`config.mk`:
```
export PLATFORM = sky130hd
export DESIGN_NAME = ansi_csi_console_parser_unit
export DESIGN_NICKNAME = d
export VERILOG_FILES = /design/src/design/acsi_pkg.sv /design/src/design/ansi_csi_console_parser_unit.sv
export SDC_FILE = /design/constraint.sdc
export NUM_CORES = 1
export LEC_CHECK = 0
export BUFFER_PORTS_ARGS = -buffer_cell sky130_fd_sc_hd__buf_2
export CAP_MARGIN = 20
export CORE_MARGIN = 1
export CORE_UTILIZATION = 45
export DETAILED_ROUTE_END_ITERATION = 12
export PLACE_DENSITY_LB_ADDON = 0.05
export SYNTH_ARGS = -nofsm -noshare
export SYNTH_HDL_FRONTEND = slang
export SYNTH_SLANG_ARGS = --single-unit
export TNS_END_PERCENT = 5
```
`constraint.sdc`:
```
create_clock -name aclk -period 4.9 [get_ports aclk]
set_clock_uncertainty 0.15 [all_clocks]
set_input_delay 0.98 -clock aclk [delete_from_list [all_inputs] [get_ports aclk]]
set_output_delay 0.98 -clock aclk [all_outputs]
set_load 0.01 [all_outputs]
```
`src/design/acsi_pkg.sv`:
```
// ----------------------------------------------------------------------------
// ANSI CSI console parser package
// Command codes, byte codes of the escape syntax, and the SGR color mapping.
// ----------------------------------------------------------------------------
package acsi_pkg;

    typedef enum logic [2:0] {
        CMD_PUT_CHAR   = 3'd0,
        CMD_CLEAR      = 3'd1,
        CMD_MOVE_REL   = 3'd2,
        CMD_MOVE_ABS   = 3'd3,
        CMD_SET_COLOR  = 3'd4
    } cmd_t;

    localparam logic [7:0] CH_ESC      = 8'h1B;
    localparam logic [7:0] CH_LBRACKET = 8'h5B;
    localparam logic [7:0] CH_SEMI     = 8'h3B;
    localparam logic [7:0] CH_ZERO     = 8'h30;
    localparam logic [7:0] FINAL_LO    = 8'h40;
    localparam logic [7:0] FINAL_HI    = 8'h7E;
    localparam logic [7:0] CH_UP       = 8'h41;  // A
    localparam logic [7:0] CH_DOWN     = 8'h42;  // B
    localparam logic [7:0] CH_RIGHT    = 8'h43;  // C
    localparam logic [7:0] CH_LEFT     = 8'h44;  // D
    localparam logic [7:0] CH_NEXTLN   = 8'h45;  // E
    localparam logic [7:0] CH_PREVLN   = 8'h46;  // F
    localparam logic [7:0] CH_HOME     = 8'h48;  // H
    localparam logic [7:0] CH_ERASE    = 8'h4A;  // J
    localparam logic [7:0] CH_SGR      = 8'h6D;  // m

    localparam logic [4:0] COLOR_KEEP  = 5'h1F;  // -1
    localparam logic [4:0] COLOR_WHITE = 5'd15;
    localparam logic [4:0] COLOR_BLACK = 5'd0;

    // SGR codes above this value are never meaningful.
    localparam logic [6:0] SGR_NONE    = 7'd127;

    localparam logic [6:0] SGR_RESET   = 7'd0;
    localparam logic [6:0] SGR_FG_DEF  = 7'd39;
    localparam logic [6:0] SGR_BG_DEF  = 7'd49;
    localparam logic [6:0] SGR_FG_LO   = 7'd30;
    localparam logic [6:0] SGR_FG_HI   = 7'd37;
    localparam logic [6:0] SGR_BG_LO   = 7'd40;
    localparam logic [6:0] SGR_BG_HI   = 7'd47;
    localparam logic [6:0] SGR_FGB_LO  = 7'd90;
    localparam logic [6:0] SGR_FGB_HI  = 7'd97;
    localparam logic [6:0] SGR_BGB_LO  = 7'd100;
    localparam logic [6:0] SGR_BGB_HI  = 7'd107;

    // ANSI color index to VGA palette index.
    localparam logic [2:0] PALETTE [8] = '{3'd0, 3'd4, 3'd2, 3'd6,
                                           3'd1, 3'd5, 3'd3, 3'd7};

    typedef struct packed {
        logic [4:0] fg;
        logic [4:0] bg;
    } colors_t;

    function automatic colors_t sgr_apply(input logic [6:0] code, input colors_t cur);
        colors_t    res;
        logic [6:0] idx;
        res = cur;
        idx = 7'd0;
        if (code == SGR_RESET) begin
            res.fg = COLOR_WHITE;
            res.bg = COLOR_BLACK;
        end else if (code == SGR_FG_DEF) begin
            res.fg = COLOR_WHITE;
        end else if (code == SGR_BG_DEF) begin
            res.bg = COLOR_BLACK;
        end else if (code inside {[SGR_FG_LO:SGR_FG_HI]}) begin
            idx    = code - SGR_FG_LO;
            res.fg = {2'b00, PALETTE[idx[2:0]]};
        end else if (code inside {[SGR_FGB_LO:SGR_FGB_HI]}) begin
            idx    = code - SGR_FGB_LO;
            res.fg = {2'b01, PALETTE[idx[2:0]]};
        end else if (code inside {[SGR_BG_LO:SGR_BG_HI]}) begin
            idx    = code - SGR_BG_LO;
            res.bg = {2'b00, PALETTE[idx[2:0]]};
        end else if (code inside {[SGR_BGB_LO:SGR_BGB_HI]}) begin
            idx    = code - SGR_BGB_LO;
            res.bg = {2'b01, PALETTE[idx[2:0]]};
        end
        return res;
    endfunction

endpackage

```
`src/design/ansi_csi_console_parser_unit.sv`:
```
// ----------------------------------------------------------------------------
// ANSI CSI console parser
// Turns a byte stream into console commands: printed characters, screen
// clear, cursor moves and color changes from ESC [ ... control sequences.
// ----------------------------------------------------------------------------
//
//  Channel  Dir  tdata (low bit up)                        tuser     tlast
//  -------  ---  ----------------------------------------  --------  ------------
//  s_       in   byte_in[7:0]                              -         last_in_call
//  m_       out  char_out[7:0] move_x[16:0] move_y[16:0]   command   -
//                fg_color[4:0] bg_color[4:0] (52 bits, 4 pad)
//
// One byte is accepted per cycle while s_tready is high. A byte waits in the
// input register, then the parser state and the result register are updated
// from it once the result register is free; the result is then on m_.
// A stall on m_ holds the result register and the input register; s_tready
// drops only when both are full and m_tready is low. Reset (aresetn low,
// synchronous) empties both and returns the parser to outside any sequence.
module ansi_csi_console_parser_unit #(
    parameter int PARAM_BITS = 16
) (
    input  logic        aclk,
    input  logic        aresetn,
    input  logic        s_tvalid,
    output logic        s_tready,
    input  logic [7:0]  s_tdata,   // byte_in[7:0]
    input  logic        s_tlast,
    output logic        m_tvalid,
    input  logic        m_tready,
    output logic [55:0] m_tdata,   // char_out, move_x, move_y, fg_color, bg_color
    output logic [2:0]  m_tuser    // command
);

    localparam int ACC_W = PARAM_BITS + 5;
    localparam int EXT_W = (PARAM_BITS > 17) ? PARAM_BITS : 17;

    // Input register
    logic       in_valid_reg;
    logic [7:0] in_byte_reg;
    logic       in_last_reg;

    // Parser state
    logic                  saw_escape_reg, saw_escape_next;
    logic                  in_csi_reg, in_csi_next;
    logic [PARAM_BITS-1:0] param_cur_reg, param_cur_next;
    logic [PARAM_BITS-1:0] param_prev_reg, param_prev_next;
    logic                  prev_valid_reg, prev_valid_next;

    // Result register
    logic                 m_valid_reg;
    acsi_pkg::cmd_t       out_cmd_reg;
    logic [7:0]           out_char_reg;
    logic signed [16:0]   out_x_reg;
    logic signed [16:0]   out_y_reg;
    acsi_pkg::colors_t    out_col_reg;

    logic out_free;
    logic advance;

    assign out_free = !m_valid_reg || m_tready;
    assign advance  = in_valid_reg && out_free;
    assign s_tready = !in_valid_reg || out_free;

    // Parameter views
    logic [PARAM_BITS-1:0] p1;
    logic [PARAM_BITS-1:0] n_val;
    logic [EXT_W-1:0]      n_ext;
    logic [16:0]           n17;
    logic [PARAM_BITS-1:0] col_val;
    logic [EXT_W-1:0]      col_ext;
    logic [6:0]            code1;
    logic [6:0]            code2;
    acsi_pkg::colors_t     sgr_mid;
    acsi_pkg::colors_t     sgr_res;

    assign p1      = prev_valid_reg ? param_prev_reg : param_cur_reg;
    assign n_val   = (p1 == '0) ? PARAM_BITS'(1) : p1;
    assign n_ext   = EXT_W'(n_val);
    assign n17     = n_ext[16:0];
    // Column is zero when the second parameter is absent, zero or one.
    assign col_val = (prev_valid_reg && param_cur_reg != '0) ?
                     param_cur_reg - PARAM_BITS'(1) : '0;
    assign col_ext = EXT_W'(col_val);

    assign code1 = (|p1[PARAM_BITS-1:7]) ? acsi_pkg::SGR_NONE : p1[6:0];
    assign code2 = (!prev_valid_reg || (|param_cur_reg[PARAM_BITS-1:7])) ?
                   acsi_pkg::SGR_NONE : param_cur_reg[6:0];
    assign sgr_mid = acsi_pkg::sgr_apply(code1,
                         acsi_pkg::colors_t'{fg: acsi_pkg::COLOR_KEEP,
                                             bg: acsi_pkg::COLOR_KEEP});
    assign sgr_res = acsi_pkg::sgr_apply(code2, sgr_mid);

    // Parameter accumulation: 10 * current + (byte - '0'), clamped.
    logic signed [ACC_W-1:0] acc;
    logic [PARAM_BITS-1:0]   acc_sat;

    assign acc = (ACC_W'(param_cur_reg) << 3) + (ACC_W'(param_cur_reg) << 1)
               + ACC_W'(in_byte_reg) - ACC_W'(acsi_pkg::CH_ZERO);

    always_comb begin
        if (acc[ACC_W-1]) begin
            acc_sat = '0;
        end else if (|acc[ACC_W-2:PARAM_BITS]) begin
            acc_sat = '1;
        end else begin
            acc_sat = acc[PARAM_BITS-1:0];
        end
    end

    // Step logic
    logic                has_result;
    acsi_pkg::cmd_t      res_cmd;
    logic [7:0]          res_char;
    logic signed [16:0]  res_x;
    logic signed [16:0]  res_y;
    acsi_pkg::colors_t   res_col;

    always_comb begin
        saw_escape_next = saw_escape_reg;
        in_csi_next     = in_csi_reg;
        param_cur_next  = param_cur_reg;
        param_prev_next = param_prev_reg;
        prev_valid_next = prev_valid_reg;
        has_result      = 1'b0;
        res_cmd         = acsi_pkg::CMD_PUT_CHAR;
        res_char        = 8'd0;
        res_x           = '0;
        res_y           = '0;
        res_col         = '{fg: acsi_pkg::COLOR_KEEP, bg: acsi_pkg::COLOR_KEEP};

        if (in_csi_reg) begin
            if (in_byte_reg inside {[acsi_pkg::FINAL_LO:acsi_pkg::FINAL_HI]}) begin
                in_csi_next = 1'b0;
                case (in_byte_reg)
                    acsi_pkg::CH_ERASE: begin
                        has_result = (p1 == PARAM_BITS'(2));
                        res_cmd    = acsi_pkg::CMD_CLEAR;
                    end
                    acsi_pkg::CH_UP, acsi_pkg::CH_PREVLN: begin
                        has_result = 1'b1;
                        res_cmd    = acsi_pkg::CMD_MOVE_REL;
                        res_y      = -n17;
                    end
                    acsi_pkg::CH_DOWN, acsi_pkg::CH_NEXTLN: begin
                        has_result = 1'b1;
                        res_cmd    = acsi_pkg::CMD_MOVE_REL;
                        res_y      = n17;
                    end
                    acsi_pkg::CH_RIGHT: begin
                        has_result = 1'b1;
                        res_cmd    = acsi_pkg::CMD_MOVE_REL;
                        res_x      = n17;
                    end
                    acsi_pkg::CH_LEFT: begin
                        has_result = 1'b1;
                        res_cmd    = acsi_pkg::CMD_MOVE_REL;
                        res_x      = -n17;
                    end
                    acsi_pkg::CH_HOME: begin
                        has_result = 1'b1;
                        res_cmd    = acsi_pkg::CMD_MOVE_ABS;
                        res_x      = col_ext[16:0];
                        res_y      = n17 - 17'd1;
                    end
                    acsi_pkg::CH_SGR: begin
                        has_result = 1'b1;
                        res_cmd    = acsi_pkg::CMD_SET_COLOR;
                        res_col    = sgr_res;
                    end
                    default: begin
                        has_result = 1'b0;
                    end
                endcase
            end else if (in_byte_reg == acsi_pkg::CH_SEMI) begin
                param_prev_next = param_cur_reg;
                prev_valid_next = 1'b1;
                param_cur_next  = '0;
            end else begin
                param_cur_next = acc_sat;
            end
        end else if (saw_escape_reg && in_byte_reg == acsi_pkg::CH_LBRACKET) begin
            in_csi_next     = 1'b1;
            saw_escape_next = 1'b0;
            param_cur_next  = '0;
            prev_valid_next = 1'b0;
        end else if (in_byte_reg == acsi_pkg::CH_ESC) begin
            saw_escape_next = 1'b1;
        end else begin
            has_result      = 1'b1;
            res_char        = in_byte_reg;
            saw_escape_next = 1'b0;
        end

        // Sequences never span writes.
        if (in_last_reg) begin
            saw_escape_next = 1'b0;
            in_csi_next     = 1'b0;
            param_cur_next  = '0;
            prev_valid_next = 1'b0;
        end
    end

    always_ff @(posedge aclk) begin
        if (!aresetn) begin
            in_valid_reg <= 1'b0;
        end else if (s_tvalid && s_tready) begin
            in_valid_reg <= 1'b1;
        end else if (advance) begin
            in_valid_reg <= 1'b0;
        end
    end

    always_ff @(posedge aclk) begin
        if (s_tvalid && s_tready) begin
            in_byte_reg <= s_tdata;
            in_last_reg <= s_tlast;
        end
    end

    always_ff @(posedge aclk) begin
        if (!aresetn) begin
            saw_escape_reg <= 1'b0;
            in_csi_reg     <= 1'b0;
            param_cur_reg  <= '0;
            prev_valid_reg <= 1'b0;
        end else if (advance) begin
            saw_escape_reg <= saw_escape_next;
            in_csi_reg     <= in_csi_next;
            param_cur_reg  <= param_cur_next;
            prev_valid_reg <= prev_valid_next;
        end
    end

    always_ff @(posedge aclk) begin
        if (advance) begin
            param_prev_reg <= param_prev_next;
        end
    end

    always_ff @(posedge aclk) begin
        if (!aresetn) begin
            m_valid_reg <= 1'b0;
        end else if (advance) begin
            m_valid_reg <= has_result;
        end else if (m_tready) begin
            m_valid_reg <= 1'b0;
        end
    end

    always_ff @(posedge aclk) begin
        if (advance && has_result) begin
            out_cmd_reg  <= res_cmd;
            out_char_reg <= res_char;
            out_x_reg    <= res_x;
            out_y_reg    <= res_y;
            out_col_reg  <= res_col;
        end
    end

    assign m_tvalid = m_valid_reg;
    assign m_tuser  = out_cmd_reg;
    assign m_tdata  = {4'd0, out_col_reg.bg, out_col_reg.fg,
                       out_y_reg, out_x_reg, out_char_reg};

endmodule

```
==> reports/metrics.json <==
{
  "min_path_type": {"value": "reg -> reg"},
  "synth_top_area_share": {"value": 31.0, "unit": "%"},
  "final.period_utilization": {"value": 84.8, "unit": "%"},
  "globalRoute.totalOverflow": {"value": 0},
  "ir_worst_vdd": {"value": 0.000150, "unit": "V"},
  "register_bit_total_from_synthesis": {"value": 101},
  "place_inst": {"value": 1112},
  "synth_cells": {"value": 857},
  "grt_pass1_vias": {"value": 6200},
  "root_buffer": {"value": "sky130_fd_sc_hd__clkbuf_16"},
  "synth-simple-area-share": {"value": 19.2, "unit": "%"},
  "cts_setup_buffers": {"value": 0},
  "synth_compound_gate_area_share": {"value": 20.1, "unit": "%"},
  "fmaxAchievable": {"value": 241, "unit": "MHz"},
  "layout.nets": {"value": 980},
  "drtIter0Drc": {"value": 549},
  "synth_top_family_by_area": {"value": "compound AO/OA/AOI/OAI gates"},
  "port-buffer-count": {"value": 69},
  "synth_area_leader_cell": {"value": "sky130_fd_sc_hd__edfxtp_1"},
  "type_of_the_setup_path_with_the_least_slack": {"value": "reg -> reg"},
  "critical_path.max_fanout": {"value": 33},
  "initial_core_util": {"value": 46.4, "unit": "%"},
  "finalNonFillerCells": {"value": 1128},
  "synthTopCellsByCount": {"value": "sky130_fd_sc_hd__nor2_1, sky130_fd_sc_hd__edfxtp_1, sky130_fd_sc_hd__a21oi_1"},
  "drv_cap": {"value": 0},
  "wl_per_cell": {"value": 17.8, "unit": "µm"},
  "gpl.final_weighted_congestion": {"value": 0.921},
  "floorplan.die_area": {"value": 17700, "unit": "µm²"},
  "hpwlAfterDp": {"value": 15100, "unit": "µm"},
  "die_w": {"value": 133, "unit": "µm"},
  "synth_enable_flop_cells": {"value": 80},
  "synth-main-ff-cell": {"value": "sky130_fd_sc_hd__edfxtp_1"},
  "grt_max_degree": {"value": 57},
  "insertedDiodeCount": {"value": 0},
  "ys.warnings.count": {"value": 0},
  "rsz0062_at_grt": {"value": "false"},
  "htree_levels": {"value": 3},
  "worstMarginPinSlew": {"value": 1.15, "unit": "ns"},
  "global_route_wire_length_before_repair": {"value": 32800, "unit": "µm"},
  "p_per_area": {"value": 215, "unit": "nW/µm²"},
  "arrival_time_at_the_worst_endpoint": {"value": 4.09, "unit": "ns"},
  "ios": {"value": 74},
  "tritoncts.num_buffers": {"value": 9},
  "synthMuxAreaShare": {"value": 3.76, "unit": "%"},
  "fin_setup_tns": {"value": 0, "unit": "ns"},
  "hold_violations": {"value": 0},
  "cp.required": {"value": 4.83, "unit": "ns"},
  "slew-limit-headroom": {"value": 22.8, "unit": "%"},
  "worst_skew_pair.late_latency": {"value": 0.36, "unit": "ns"},
  "slew_viol_final": {"value": 0},
  "synth.lib_cells_used.distinct": {"value": 83},
  "number_of_standard_cell_rows_in_the_floorplan": {"value": 47},
  "critical_path_sink_type": {"value": "flop"},
  "drt_first_pass_iters": {"value": 7},
  "routed_wirelength": {"value": 20100, "unit": "µm"},
  "cts-hold-fix-buffers": {"value": 0},
  "die_h": {"value": 133, "unit": "µm"},
  "cts.sink_count": {"value": 101},
  "ys_async_sr_fraction": {"value": 0, "unit": "%"},
  "synth.yosys.seq_area_share": {"value": 36.4, "unit": "%"},
  "core-area": {"value": 16700, "unit": "µm²"},
  "maximum_buffer_depth_of_the_clock_tree": {"value": 2},
  "outcome": {"value": "finished clean"},
  "cts.reportedPaths.clkPinSlew": {"value": 0.07, "unit": "ns"},
  "synth.avg_cell_area": {"value": 9.04, "unit": "µm²"},
  "post_cts_resized": {"value": 0},
  "synth.most_common_cell": {"value": "sky130_fd_sc_hd__nor2_1"},
  "number_of_antenna_violations_at_the_first_check_in_global_routing": {"value": 0},
  "detail-route-antenna-nets": {"value": 0},
  "synth.cell_area": {"value": 7740, "unit": "µm²"},
  "tritoncts_clock_tree": {"value": "built"},
  "timing.final.setup_violations": {"value": 0},
  "crit_path_start_kind": {"value": "flop"},
  "fraction_of_final_layout_cells_with_drive_strength_greater_than_1": {"value": 14.6, "unit": "%"},
  "drc": {"value": 0},
  "vias_post_dr": {"value": 6637},
  "period_needed": {"value": 4.16, "unit": "ns"},
  "leakagePower": {"value": 3.40, "unit": "nW"},
  "share_of_the_synthesized_netlist_area_taken_by_xor_and_xnor_gates": {"value": 3.73, "unit": "%"},
  "synthAdderAreaFrac": {"value": 10.9, "unit": "%"},
  "synth.top_cells.by_area": {"value": "sky130_fd_sc_hd__edfxtp_1, sky130_fd_sc_hd__ha_1, sky130_fd_sc_hd__nor2_1, sky130_fd_sc_hd__dfxtp_1, sky130_fd_sc_hd__a21oi_1"},
  "grtUsageTotal": {"value": 23.1, "unit": "%"},
  "routed_via_count_divided_by_cell_count": {"value": 5.88},
  "filler_cell_count": {"value": 1596},
  "synthToLayoutAreaGrowth": {"value": 10.8, "unit": "%"}
}
## final timing paths
kind	cells past startpoint	slack, ns	startpoint	to
hold / removal	2	0.40	in_valid_reg	in_valid_reg
setup reg to reg	11	0.74	prev_valid_reg	out_y_reg[14]
setup / recovery	11	0.74	prev_valid_reg	out_y_reg[14]
hold reg to reg	2	0.40	in_valid_reg	in_valid_reg
## metrics by stage
stage | instance area, µm² | setup WS, ns | util, % | hold slack [ns] | total power, mW
3_3_place_gp | 8300 | 0.869 | 49.7 | 0.377 | 1.18
2_1_floorplan | 7760 | 0.0209 | - | 0.253 | 1.13
5_1_grt | 8580 | 0.439 | 51.4 | 0.459 | 1.92
3_5_place_dp | 8300 | 0.789 | 49.7 | 0.391 | 1.19
4_1_cts | 8580 | 0.771 | 51.4 | 0.402 | 1.86
6_report | 8580 | 0.743 | 51.4 | 0.400 | 1.85
## critical path: stages, from the launching register on
cell and delay, ns:
sky130_fd_sc_hd__dfxtp_2 0.76, sky130_fd_sc_hd__nor3_1 0.13, sky130_fd_sc_hd__a21oi_1 0.56, sky130_fd_sc_hd__a211oi_4 0.08, sky130_fd_sc_hd__a31oi_4 0.23, sky130_fd_sc_hd__ha_1 0.28
sky130_fd_sc_hd__a21bo_1 0.34, sky130_fd_sc_hd__nor4b_4 0.48, sky130_fd_sc_hd__and2b_1 0.30, sky130_fd_sc_hd__nor2_1 0.06, sky130_fd_sc_hd__a2111oi_0 0.38, sky130_fd_sc_hd__a211oi_1 0.09
## area by class of cell
cell class	count	area, µm²	share of cell area (%)
clock buffer	9	225	2.62
timing repair buffer	85	478	5.57
tap	220	275	3.21
multi-input combinational	650	4510	52.6
clock inverter	7	60.1	0.700
inverter	56	210	2.45
sequential	101	2820	32.9
## cells in the final DEF (no fill, tap or decap), types with 16 or more instances in the layout
cell type                  Yosys  routed
sky130_fd_sc_hd__mux2i_1      19      19
sky130_fd_sc_hd__edfxtp_1     80      80
sky130_fd_sc_hd__dfxtp_1      21      20
sky130_fd_sc_hd__a21oi_1      72      72
sky130_fd_sc_hd__xnor2_1      21      21
sky130_fd_sc_hd__buf_2         7      69
sky130_fd_sc_hd__nor3_1       29      29
sky130_fd_sc_hd__ha_1         58      58
sky130_fd_sc_hd__o21ai_0      21      20
sky130_fd_sc_hd__inv_1        56      56
sky130_fd_sc_hd__nor2_1      113     112
sky130_fd_sc_hd__a22oi_1      16      16
sky130_fd_sc_hd__nand2_1      57      57
## where the power goes
part           leakage (nW)  internal, mW  total, mW  switching [mW]
logic                  2.33        0.0798      0.211           0.131
clock network         0.130         0.350      0.677           0.327
registers             0.941         0.940      0.957          0.0168
total                  3.40          1.37       1.85           0.475
## metal layers
metal | global-route usage [%] | wire length, µm | up-vias | share of wire (%)
met5 | 0 | 0 | - | 0
met4 | 5.24 | 229 | 0 | 1.1
met3 | 3.08 | 1010 | 23 | 5.1
met2 | 36.9 | 8990 | 221 | 45
met1 | 33.3 | 9830 | 3172 | 49
li1 | - | - | 3221 | -
## cells by family (layout without fill, tap and decap cells)
logic type | count (synthesis) | count (layout)
AND/OR/NAND/NOR | 296 | 296
multiplexers | 27 | 27
other | 1 | 4
AO/OA/AOI/OAI | 226 | 226
adder cells (fa/ha/maj) | 64 | 64
XOR/XNOR | 33 | 33
flip-flops | 101 | 101
buffers and inverters | 109 | 157
Note: power is estimated with default switching activity, not from simulation.
